[src/rtl/sirt_pkg.sv]
// ----------------------------------------------------------------------------
// sirt_pkg
// Shared constants and types for the signed integer to radix text unit.
// ----------------------------------------------------------------------------
package sirt_pkg;

  // Alphabet store geometry.
  localparam int MAX_RADIX = 64;
  localparam int ALPHA_AW  = $clog2(MAX_RADIX);
  localparam int LEN_W     = $clog2(MAX_RADIX + 2);
  localparam int DIG_W     = ALPHA_AW;

  // Number and digit buffer geometry.
  localparam int NUM_W     = 32;
  localparam int DBUF_AW   = $clog2(NUM_W);
  localparam int ND_W      = DBUF_AW + 1;

  // Divider: bits of quotient retired per cycle and cycles per division.
  localparam int DIV_STEP  = 8;
  localparam int DIV_CYC   = NUM_W / DIV_STEP;
  localparam int DCNT_W    = $clog2(DIV_CYC);

  // Character codes.
  localparam logic [7:0] MINUS_BYTE = 8'h2D;
  localparam logic [7:0] PLUS_BYTE  = 8'h2B;
  localparam logic [7:0] SPACE_BYTE = 8'h20;
  localparam logic [7:0] DEL_BYTE   = 8'h7F;

  // Input modes.
  localparam logic MODE_LOAD    = 1'b0;
  localparam logic MODE_CONVERT = 1'b1;

  // Controller states.
  typedef enum logic [2:0] {
    ST_IDLE,
    ST_SCAN,
    ST_MINUS,
    ST_DIV_GO,
    ST_DIV_WAIT,
    ST_EMIT_RD,
    ST_LOOK,
    ST_PUT
  } sirt_state_t;

endpackage

[src/rtl/signed_integer_to_radix_text_unit.sv]
// ----------------------------------------------------------------------------
// signed_integer_to_radix_text_unit
// Converts signed 32-bit numbers to text in a digit alphabet loaded by items.
// ----------------------------------------------------------------------------
// Usage:
//   Input items carry mode, restart_alphabet, symbol and number. A load item
//   appends one symbol to the alphabet RAM, or marks it invalid if it is
//   already full, and produces nothing. A convert item produces, when the
//   alphabet is valid, an optional minus sign and then the digits most
//   significant first; the final character has out_last set. Invalid
//   alphabets make a convert item produce nothing.
//   Input: in_stall is high while an item is being worked on. A load runs
//   a duplicate scan that reads the alphabet RAM one entry per cycle. A
//   conversion divides once per digit (8 quotient bits per cycle), then
//   reads the digit buffer and alphabet RAM for each character.
//   Output: results sit in an output register; while out_stall is high the
//   block waits with the next character. The next input item is accepted
//   while the final character still waits to be taken.
//   Reset: clears the alphabet length and bad flag and empties the output
//   register. The RAM contents need no clearing.
// ----------------------------------------------------------------------------
module signed_integer_to_radix_text_unit
  import sirt_pkg::*;
(
  input  logic              clk,
  input  logic              rst_n,
  input  logic              in_valid,
  output logic              in_stall,
  input  logic              in_mode,
  input  logic              in_restart_alphabet,
  input  logic [7:0]        in_symbol,
  input  logic signed [31:0] in_number,
  output logic              out_valid,
  input  logic              out_stall,
  output logic [7:0]        out_text_char,
  output logic              out_last
);

  sirt_state_t        state_r, state_nxt;
  logic [LEN_W-1:0]   len_r, len_nxt;
  logic               bad_r, bad_nxt;
  logic [7:0]         sym_r, sym_nxt;
  logic [LEN_W-1:0]   k_r, k_nxt;
  logic               scan_vld_r, scan_vld_nxt;
  logic [NUM_W-1:0]   mag_r, mag_nxt;
  logic [ND_W-1:0]    nd_r, nd_nxt;
  logic [DBUF_AW-1:0] idx_r, idx_nxt;
  logic               out_valid_r, out_valid_nxt;
  logic [7:0]         out_char_r, out_char_nxt;
  logic               out_last_r, out_last_nxt;

  logic               a_we, a_re;
  logic [ALPHA_AW-1:0] a_waddr, a_raddr;
  logic [7:0]         a_wdata, a_rdata;
  logic               d_we, d_re;
  logic [DBUF_AW-1:0] d_waddr, d_raddr;
  logic [DIG_W-1:0]   d_wdata, d_rdata;

  logic               div_start, div_done;
  logic [NUM_W-1:0]   div_quo;
  logic [LEN_W-1:0]   div_rem;

  // Control characters, space, plus, minus and delete cannot be digits.
  function automatic logic forbidden(input logic [7:0] s);
    return (s <= SPACE_BYTE) || (s == DEL_BYTE) || (s == MINUS_BYTE) ||
           (s == PLUS_BYTE);
  endfunction

  // Alphabet store.
  sirt_ram #(.WIDTH(8), .AW(ALPHA_AW)) u_alpha (
    .clk  (clk),
    .we   (a_we),
    .waddr(a_waddr),
    .wdata(a_wdata),
    .re   (a_re),
    .raddr(a_raddr),
    .rdata(a_rdata)
  );

  // Digit buffer, filled least significant first and read back reversed.
  sirt_ram #(.WIDTH(DIG_W), .AW(DBUF_AW)) u_digits (
    .clk  (clk),
    .we   (d_we),
    .waddr(d_waddr),
    .wdata(d_wdata),
    .re   (d_re),
    .raddr(d_raddr),
    .rdata(d_rdata)
  );

  sirt_div u_div (
    .clk      (clk),
    .rst_n    (rst_n),
    .start    (div_start),
    .dividend (mag_r),
    .divisor  (len_r),
    .done     (div_done),
    .quotient (div_quo),
    .remainder(div_rem)
  );

  // Next state, memory controls and output register.
  always_comb begin
    logic [LEN_W-1:0] len_eff;
    logic             bad_eff;
    logic [NUM_W-1:0] num_u;
    logic             out_free;
    state_nxt     = state_r;
    len_nxt       = len_r;
    bad_nxt       = bad_r;
    sym_nxt       = sym_r;
    k_nxt         = k_r;
    scan_vld_nxt  = scan_vld_r;
    mag_nxt       = mag_r;
    nd_nxt        = nd_r;
    idx_nxt       = idx_r;
    out_valid_nxt = out_valid_r;
    out_char_nxt  = out_char_r;
    out_last_nxt  = out_last_r;
    a_we          = 1'b0;
    a_waddr       = len_r[ALPHA_AW-1:0];
    a_wdata       = sym_r;
    a_re          = 1'b0;
    a_raddr       = k_r[ALPHA_AW-1:0];
    d_we          = 1'b0;
    d_waddr       = nd_r[DBUF_AW-1:0];
    d_wdata       = div_rem[DIG_W-1:0];
    d_re          = 1'b0;
    d_raddr       = idx_r;
    div_start     = 1'b0;
    len_eff       = in_restart_alphabet ? '0 : len_r;
    bad_eff       = in_restart_alphabet ? 1'b0 : bad_r;
    num_u         = $unsigned(in_number);
    out_free      = !out_valid_r || !out_stall;

    if (out_valid_r && !out_stall) begin
      out_valid_nxt = 1'b0;
    end

    unique case (state_r)
      ST_IDLE: begin
        if (in_valid) begin
          if (in_mode == MODE_LOAD) begin
            if (len_eff >= LEN_W'(MAX_RADIX)) begin
              len_nxt = LEN_W'(MAX_RADIX + 1);
              bad_nxt = bad_eff;
            end else begin
              len_nxt      = len_eff;
              bad_nxt      = bad_eff | forbidden(in_symbol);
              sym_nxt      = in_symbol;
              k_nxt        = '0;
              scan_vld_nxt = 1'b0;
              state_nxt    = ST_SCAN;
            end
          end else if (!bad_r && len_r >= LEN_W'(2) && len_r <= LEN_W'(MAX_RADIX)) begin
            mag_nxt   = num_u[NUM_W-1] ? (~num_u + 1'b1) : num_u;
            nd_nxt    = '0;
            state_nxt = num_u[NUM_W-1] ? ST_MINUS : ST_DIV_GO;
          end
        end
      end

      // Compare the new symbol against every stored one, then append it.
      ST_SCAN: begin
        if (scan_vld_r && a_rdata == sym_r) begin
          bad_nxt = 1'b1;
        end
        if (k_r < len_r) begin
          a_re         = 1'b1;
          k_nxt        = k_r + 1'b1;
          scan_vld_nxt = 1'b1;
        end else begin
          scan_vld_nxt = 1'b0;
          if (!scan_vld_r) begin
            a_we      = 1'b1;
            len_nxt   = len_r + 1'b1;
            state_nxt = ST_IDLE;
          end
        end
      end

      ST_MINUS: begin
        if (out_free) begin
          out_valid_nxt = 1'b1;
          out_char_nxt  = MINUS_BYTE;
          out_last_nxt  = 1'b0;
          state_nxt     = ST_DIV_GO;
        end
      end

      ST_DIV_GO: begin
        div_start = 1'b1;
        state_nxt = ST_DIV_WAIT;
      end

      // Store one digit; continue while the quotient is nonzero.
      ST_DIV_WAIT: begin
        if (div_done) begin
          d_we    = 1'b1;
          nd_nxt  = nd_r + 1'b1;
          mag_nxt = div_quo;
          if (div_quo == '0) begin
            idx_nxt   = nd_r[DBUF_AW-1:0];
            state_nxt = ST_EMIT_RD;
          end else begin
            state_nxt = ST_DIV_GO;
          end
        end
      end

      ST_EMIT_RD: begin
        d_re      = 1'b1;
        state_nxt = ST_LOOK;
      end

      // Map the digit value to its alphabet symbol.
      ST_LOOK: begin
        a_re      = 1'b1;
        a_raddr   = d_rdata;
        state_nxt = ST_PUT;
      end

      ST_PUT: begin
        if (out_free) begin
          out_valid_nxt = 1'b1;
          out_char_nxt  = a_rdata;
          out_last_nxt  = (idx_r == '0);
          if (idx_r == '0) begin
            state_nxt = ST_IDLE;
          end else begin
            idx_nxt   = idx_r - 1'b1;
            state_nxt = ST_EMIT_RD;
          end
        end
      end

      default: begin
        state_nxt = ST_IDLE;
      end
    endcase
  end

  // Control registers.
  always_ff @(posedge clk) begin
    if (!rst_n) begin
      state_r     <= ST_IDLE;
      len_r       <= '0;
      bad_r       <= 1'b0;
      scan_vld_r  <= 1'b0;
      out_valid_r <= 1'b0;
    end else begin
      state_r     <= state_nxt;
      len_r       <= len_nxt;
      bad_r       <= bad_nxt;
      scan_vld_r  <= scan_vld_nxt;
      out_valid_r <= out_valid_nxt;
    end
  end

  // Payload registers.
  always_ff @(posedge clk) begin
    sym_r      <= sym_nxt;
    k_r        <= k_nxt;
    mag_r      <= mag_nxt;
    nd_r       <= nd_nxt;
    idx_r      <= idx_nxt;
    out_char_r <= out_char_nxt;
    out_last_r <= out_last_nxt;
  end

  assign in_stall      = (state_r != ST_IDLE);
  assign out_valid     = out_valid_r;
  assign out_text_char = out_char_r;
  assign out_last      = out_last_r;

endmodule

[src/rtl/sirt_ram.sv]
// ----------------------------------------------------------------------------
// sirt_ram
// Simple dual-port synchronous RAM, one write and one registered read port.
// ----------------------------------------------------------------------------
module sirt_ram #(
  parameter int WIDTH = 8,
  parameter int AW    = 6
) (
  input  logic             clk,
  input  logic             we,
  input  logic [AW-1:0]    waddr,
  input  logic [WIDTH-1:0] wdata,
  input  logic             re,
  input  logic [AW-1:0]    raddr,
  output logic [WIDTH-1:0] rdata
);

  logic [WIDTH-1:0] mem [0:(1 << AW)-1];

  // Write port.
  always_ff @(posedge clk) begin
    if (we) begin
      mem[waddr] <= wdata;
    end
  end

  // Read port; the data holds until the next read.
  always_ff @(posedge clk) begin
    if (re) begin
      rdata <= mem[raddr];
    end
  end

endmodule

[src/rtl/sirt_div.sv]
// ----------------------------------------------------------------------------
// sirt_div
// Iterative unsigned divider of a 32-bit value by a narrow radix.
// ----------------------------------------------------------------------------
module sirt_div
  import sirt_pkg::*;
(
  input  logic             clk,
  input  logic             rst_n,
  input  logic             start,
  input  logic [NUM_W-1:0] dividend,
  input  logic [LEN_W-1:0] divisor,
  output logic             done,
  output logic [NUM_W-1:0] quotient,
  output logic [LEN_W-1:0] remainder
);

  logic              busy_r, busy_nxt;
  logic              done_r, done_nxt;
  logic [DCNT_W-1:0] cnt_r, cnt_nxt;
  logic [NUM_W-1:0]  quo_r, quo_nxt;
  logic [LEN_W-1:0]  rem_r, rem_nxt;
  logic [LEN_W-1:0]  div_r, div_nxt;

  // Restoring division, several quotient bits per cycle. The partial
  // remainder stays below the divisor, so it never needs more bits.
  always_comb begin
    logic [LEN_W:0]      t;
    logic [LEN_W-1:0]    rem;
    logic [DIV_STEP-1:0] qbits;
    busy_nxt = busy_r;
    done_nxt = 1'b0;
    cnt_nxt  = cnt_r;
    quo_nxt  = quo_r;
    rem_nxt  = rem_r;
    div_nxt  = div_r;
    rem      = rem_r;
    qbits    = '0;
    t        = '0;
    if (start) begin
      busy_nxt = 1'b1;
      cnt_nxt  = '0;
      quo_nxt  = dividend;
      rem_nxt  = '0;
      div_nxt  = divisor;
    end else if (busy_r) begin
      for (int i = 0; i < DIV_STEP; i++) begin
        t = {rem, quo_r[NUM_W-1-i]};
        if (t >= {1'b0, div_r}) begin
          t = t - {1'b0, div_r};
          qbits[DIV_STEP-1-i] = 1'b1;
        end
        rem = t[LEN_W-1:0];
      end
      rem_nxt = rem;
      quo_nxt = {quo_r[NUM_W-DIV_STEP-1:0], qbits};
      cnt_nxt = cnt_r + 1'b1;
      if (cnt_r == DCNT_W'(DIV_CYC - 1)) begin
        busy_nxt = 1'b0;
        done_nxt = 1'b1;
      end
    end
  end

  always_ff @(posedge clk) begin
    if (!rst_n) begin
      busy_r <= 1'b0;
      done_r <= 1'b0;
      cnt_r  <= '0;
    end else begin
      busy_r <= busy_nxt;
      done_r <= done_nxt;
      cnt_r  <= cnt_nxt;
    end
  end

  always_ff @(posedge clk) begin
    quo_r <= quo_nxt;
    rem_r <= rem_nxt;
    div_r <= div_nxt;
  end

  assign done      = done_r;
  assign quotient  = quo_r;
  assign remainder = rem_r;

endmodule
[config.mk]
export PLATFORM = sky130hd
export DESIGN_NAME = signed_integer_to_radix_text_unit
export DESIGN_NICKNAME = d
export VERILOG_FILES = /design/src/rtl/sirt_pkg.sv /design/src/rtl/signed_integer_to_radix_text_unit.sv /design/src/rtl/sirt_ram.sv /design/src/rtl/sirt_div.sv
export SDC_FILE = /design/constraint.sdc
export NUM_CORES = 1
export LEC_CHECK = 0
export ABC_AREA = 1
export BUFFER_PORTS_ARGS = -buffer_cell sky130_fd_sc_hd__buf_2
export CORE_MARGIN = 5
export CORE_UTILIZATION = 63
export DETAILED_ROUTE_END_ITERATION = 7
export MAX_ROUTING_LAYER = met4
export PLACE_DENSITY_LB_ADDON = 0.15
export SKIP_LAST_GASP = 1
export SLEW_MARGIN = 30
export SYNTH_ARGS = -nofsm -noshare
export SYNTH_HDL_FRONTEND = slang
export SYNTH_SLANG_ARGS = --single-unit
[constraint.sdc]
create_clock -name clk -period 16.5 [get_ports clk]
set_input_delay 1.65 -clock clk [delete_from_list [all_inputs] [get_ports clk]]
set_output_delay 1.65 -clock clk [all_outputs]
set_load 0.05 [all_outputs]
==> metrics.cfg, run 1 <==
[run_status]
status=complete, no violations

[die]
coreArea_mm2=0.0601
io-pin-count=57
die_w_um=256
placement_rows=90
die_area_mm2=0.0654
start_util_pct=63.3
die_y_um=256

[layout]
fin_cells=4194
area_growth_pct=10.2
drive_above_1_share_pct=8.91
layout.nets=3473

[drt]
highest-signal-layer=met4
via_per_inst=6.40
routed_wl_mm=96.9
met1_length_mm=39.3
wl_met2_mm=45.3
wl_per_cell_um=23.1
routed-wl-met3_mm=10.0
drc_errors=0
via_count=26800
first_iter_violations=3621
postRouteAntennaNets=0
first_pass_iters=6

[yosys]
yosysTopAreaCellShare_pct=64.9
yosysTopAreaCell=edfxtp_1
synth_area_leaders=edfxtp_1 (65%), o21ai_0 (5.4%), nor2_1 (5.1%)
synth_edf_count=823
yosysSeqAreaShare_pct=66.2
syn_area_per_cell_um2=11.5
async_flop_share_pct=0
ys_warn_count=0
yosysMostFrequentCell=edfxtp_1
synth_common_cells=edfxtp_1 (823), nor2_1 (520), o21ai_0 (407)
ys_ff_latch=847
synth_cell_types=50
synth_ff_type=edfxtp_1
synth_area_mm2=0.0381
syn_inst=3317
synth_fp_nets=3443

[hold_path]
holdPathEnd=u_div.cnt_r[1]
hp-start=u_div.cnt_r[1]
hold_depth=2
hold_class=register to register

[worst_setup_path]
r2r_end=u_div.remainder[5]
cp_data_arrival_time_ns=15.09
path_max_fanout=9
crit_top_cell=nand2_1
cpPeakStageDelay_ns=0.75
worstSetupStartpointType=register
reg2reg_slack_ns=1.93
crit_slowest_cell=edfxtp_1
worstSetupPathType=register to register
critPathRequiredTime_ns=17.02
rr_startpoint=u_div.div_r[1]
endpoint_kind=register
reg2reg_depth=88

[timing]
slew_violations=0
fin_hold_ws_ns=0.484
fin_tns_setup_ns=0
period_needed_ns=14.57
timing.final.crit_share_pct=88.3
setup_viol=0
worst_pin_slew_ns=1.14
fmax_ghz=0.0686
clock_skew_ns=0.0317
hold_viol=0
maxSlewHeadroom_pct=22.2
rsz0062_at_grt=false
setup_ws_ns=1.93

[cts]
cts.reportedPaths.clkPinSlew_ns=0.08
h-tree-depth=3
clock-sinks=847
cts_tree=done
clock_path_buffers=3
postCtsHoldBufs=0
clk_latency_ns=0.65
postCtsResizedCells=0
cts_root_buffer=clkbuf_16
post_cts_buffers=0
numCtsBuffers=84

[global_routing]
antenna_found_initial=2
grt_start_max_net_pins=201
grt_first_pass_wirelength_mm=149
gr-usage-all-layers_pct=29.8
first_global_vias=25900
gr-total-overflow=0

[placement]
dp.cells=4042
gp_congestion=0.926
place_ws_ns=2.18
place_hpwl_mm=59.5
portBuffers=56

[job]
maxCapViolations=0

[through the flow]
stage          instance area (µm²)  util, %
2_1_floorplan                38100        -
3_3_place_gp                 39200     65.1
3_5_place_dp                 39200     65.2
4_1_cts                      41900     69.7
5_1_grt                      41900     69.8
6_report                     41900     69.8
[cell type report]
| type | count | area, µm² |
|---|---|---|
| Sequential cell | 847 | 25200 |
| Timing Repair Buffer | 111 | 729 |
| Fill cell | 4274 | 18200 |
| Inverter | 198 | 748 |
| Multi-Input combinational cell | 2105 | 11600 |
| Antenna cell | 2 | 5.00 |
| Clock inverter | 51 | 489 |
| Tap cell | 782 | 978 |
| Clock buffer | 98 | 2220 |
[placed cells by master (no fill, tap or decap), drive strengths merged, types with 2 or more instances in the layout]
cell / instances
nand4: 30
o21bai: 3
a31oi: 12
nand3: 168
o22ai: 101
bufinv: 8
o211ai: 79
or2: 8
clkinvlp: 3
ha: 72
fa: 8
clkbuf: 98
o221ai: 77
a21o: 5
o311ai: 3
nor3b: 5
nor2: 523
buf: 111
a211oi: 3
a221oi: 5
inv: 196
a2111oi: 4
nor4: 16
xor2: 40
o21ai: 431
xnor2: 31
nor3: 37
nand2: 365
clkinv: 42
a41oi: 2
diode: 2
a21oi: 72
dfxtp: 24
edfxtp: 823
[sequential cells by signal (all words and copies together), names as in the netlist, 2 cells and up]
register	flops
u_div.quotient	32
out_text_char	8
u_alpha.rdata	8
k_r	7
u_digits.mem	192
u_div.cnt_r	2
state_r	3
u_digits.rdata	6
a_wdata	8
nd_r	5
u_div.remainder	7
mag_r	32
d_raddr	5
len_r	7
u_alpha.mem	512
u_div.div_r	7
[worst max-delay path by stage]
| stage | startpoint | to | slack [ns] |
|---|---|---|---|
| floorplan | u_div.div_r[1] | u_div.quotient[0] | 4.22 |
| global placement | u_div.div_r[1] | u_div.quotient[0] | 2.72 |
| detailed placement | u_div.div_r[1] | u_div.quotient[0] | 2.18 |
| CTS | u_div.div_r[1] | u_div.remainder[5] | 2.07 |
| global route | u_div.div_r[1] | u_div.remainder[5] | 0.57 |
| finish | u_div.div_r[1] | u_div.remainder[5] | 1.93 |
[logic make-up after synthesis]
family / count (synthesis) / share of synthesized area (%)
adders and majority gates: 80 / 2.79
DFF: 847 / 66.2
xor gates and xnor gates: 71 / 1.63
muxes: 1 / 0.0263
buffers and inverters: 365 / 3.60
AOI/OAI and AO/OA: 801 / 12.6
and+or+nand+nor: 1152 / 13.1
[critical path, delay by kind of cell, from the launching register on]
family,cells,cell delay (ns)
AND/OR/NAND/NOR,46,4.72
AO/OA/AOI/OAI,24,4.69
adder cells (fa/ha/maj),8,2.99
buffers and inverters,10,1.24
flip-flops,1,0.75
[metal layers]
metal	track usage (%)	vias up
li1	-	12200
met1	42.1	13000
met2	45.9	1424
met3	5.59	188
met4	7.50	0
met5	-	-
Power of run 1 is left out: the tool's default activity adds up to more than one toggle a clock period on the data nets, which glitch-free logic cannot reach.
==> run 2: changes to the inputs <==
--- a/config.mk
+++ b/config.mk
@@ -7,11 +7,13 @@
 export LEC_CHECK = 0
 export ABC_AREA = 1
 export BUFFER_PORTS_ARGS = -buffer_cell sky130_fd_sc_hd__buf_2
+export CORE_ASPECT_RATIO = 2
 export CORE_MARGIN = 5
 export CORE_UTILIZATION = 63
 export DETAILED_ROUTE_END_ITERATION = 7
 export MAX_ROUTING_LAYER = met4
 export PLACE_DENSITY_LB_ADDON = 0.15
+export SETUP_SLACK_MARGIN = 0.05
 export SKIP_LAST_GASP = 1
 export SLEW_MARGIN = 30
 export SYNTH_ARGS = -nofsm -noshare
==> metrics.cfg, run 2 (synthesis gave the netlist of run 1 again) <==
[worst_setup_path]
cp_data_arrival_time_ns=14.96  ; -0.13 ns
path_max_fanout=9  ; unchanged
crit_slowest_cell=edfxtp_1
endpoint_kind=register
cpPeakStageDelay_ns=0.78  ; +0.03 ns
worstSetupPathType=register to register
crit_top_cell=nand2_1
worstSetupStartpointType=register
critPathRequiredTime_ns=16.84  ; -0.18 ns

[drt]
via_per_inst=6.43  ; +0.43%
wl_per_cell_um=24.5  ; +6.2%
postRouteAntennaNets=0  ; unchanged
routed_wl_mm=102  ; +5.4%
drc_errors=0  ; unchanged
first_pass_iters=5  ; -1
first_iter_violations=2471  ; -32%
via_count=26800  ; -0.26%

[layout]
regArea_mm2=0.0252  ; about the same
nFillCells=4278  ; +0.094%
layout.nets=3451  ; -0.63%
regMostFlops=u_alpha.mem
reg.largest.list=u_alpha.mem x512, u_digits.mem x192
drive_above_1_share_pct=8.28  ; -0.63 points
fin_util_pct=69.3  ; -0.43 points
multi_input_area_mm2=0.0116  ; about the same
largest_reg_flops=512  ; unchanged
mostFrequentLayoutCells=edfxtp_1 (823), nor2_1 (518), o21ai_0 (407)
mostFrequentLayoutCell=edfxtp_1
area_growth_pct=9.15

[global_routing]
gr-usage-all-layers_pct=31.9  ; +2.1 points
gr-total-overflow=0  ; unchanged
grt_start_max_net_pins=102  ; -49%
grt_first_pass_wirelength_mm=155  ; +4.4%
antenna_found_initial=9  ; +7
first_global_vias=26900  ; +3.8%

[die]
die_y_um=358  ; +40%
die_area_mm2=0.0657  ; +0.46%
die_w_um=184  ; -28%
coreArea_mm2=0.0599  ; -0.38%
start_util_pct=63.5  ; +0.24 points
io-pin-count=57  ; unchanged
placement_rows=127  ; +41%

[timing]
rsz0062_at_grt=false
worst_pin_slew_ns=0.991  ; -0.147 ns
setup_viol=0  ; unchanged
fmax_ghz=0.0684  ; -0.32%
period_needed_ns=14.62  ; +0.0470 ns
clock_skew_ns=0.0230  ; -0.00869 ns
fin_tns_setup_ns=0  ; unchanged
hold_viol=0  ; unchanged
slew_violations=0  ; unchanged
timing.final.crit_share_pct=88.6  ; +0.29 points
maxSlewHeadroom_pct=33.5  ; +11 points

[cts]
numCtsBuffers=70  ; -17%
clock_path_buffers=3  ; unchanged
postCtsHoldBufs=0  ; unchanged
clock-sinks=847  ; unchanged
h-tree-depth=3  ; unchanged
cts_tree=done
cts_root_buffer=clkbuf_16
cts.reportedPaths.clkPinSlew_ns=0.07  ; about the same
clk_latency_ns=0.62  ; -0.03 ns
postCtsResizedCells=0  ; unchanged
post_cts_buffers=0  ; unchanged

[placement]
place_hpwl_mm=66.8  ; +12%
gp_congestion=0.931  ; +0.54%
portBuffers=56  ; unchanged

[hold_path]
hold_class=register to register

[job]
maxCapViolations=0  ; unchanged

[run_status]
status=complete, no violations

[run 2: cell types whose count changed in the layout (fill, tap and decap cells not counted), moves of 2 or more]
cell,previous run,this run
clkbuf_1,11,16
clkinvlp_4,3,1
diode_2,2,10
bufinv_16,8,10
clkbuf_16,87,71
inv_6,4,2
clkinv_8,0,4
clkinv_1,25,20
buf_4,52,46
clkinv_2,15,10
nor3_2,3,9
clkinv_4,2,0
nor3_1,34,28
[run 2: path summary, 6_finish.rpt]
path | slack [ns] | cells after the start | to | start
setup / recovery | 1.88 | 85 | u_div.quotient[0] | u_div.div_r[1]
hold / removal | 0.47 | 2 | u_div.cnt_r[1] | u_div.cnt_r[1]
setup reg to reg | 1.88 | 85 | u_div.quotient[0] | u_div.div_r[1]
hold reg to reg | 0.47 | 2 | u_div.cnt_r[1] | u_div.cnt_r[1]
[run 2: area by class of cell]
class,instances,share of cell area [%]
repair buffers,103,1.57
clock inverters,40,1.21
multi-input cells,2105,27.9
well taps,774,2.33
clock buffers,88,4.46
inverters,198,1.80
flip-flops and latches,847,60.7
diodes,10,0.0603
[run 2: critical path, delay by kind of cell (launching register included)]
family                     cells  cell delay [ns]
AOI/OAI and AO/OA             23             4.52
and+or+nand+nor               43             4.32
adders and majority gates      8             3.16
buffers and inverters         11             1.56
DFF                            1             0.78
[run 2: stage by stage]
step,hold WS [ns],setup WS [ns],cell area [µm²],cells
2_1_floorplan,0.406,4.22,38100,3317
3_3_place_gp,0.453,2.34,39100,4026
3_5_place_dp,0.462,1.81,39100,4026
4_1_cts,0.470,1.75,41500,4154
5_1_grt,0.496,0.401,41500,4164
6_report,0.472,1.88,41500,4165
[run 2: routing by layer]
layer	wire, µm	global-route usage (%)	vias up	share of wire, %
met2	53400	54.7	1284	52
met5	0	-	-	0
met1	34100	34.4	13000	33
li1	-	-	12100	-
met3	6510	4.14	388	6.4
met4	8160	21.3	0	8.0
Power of run 2 is left out for the same reason.
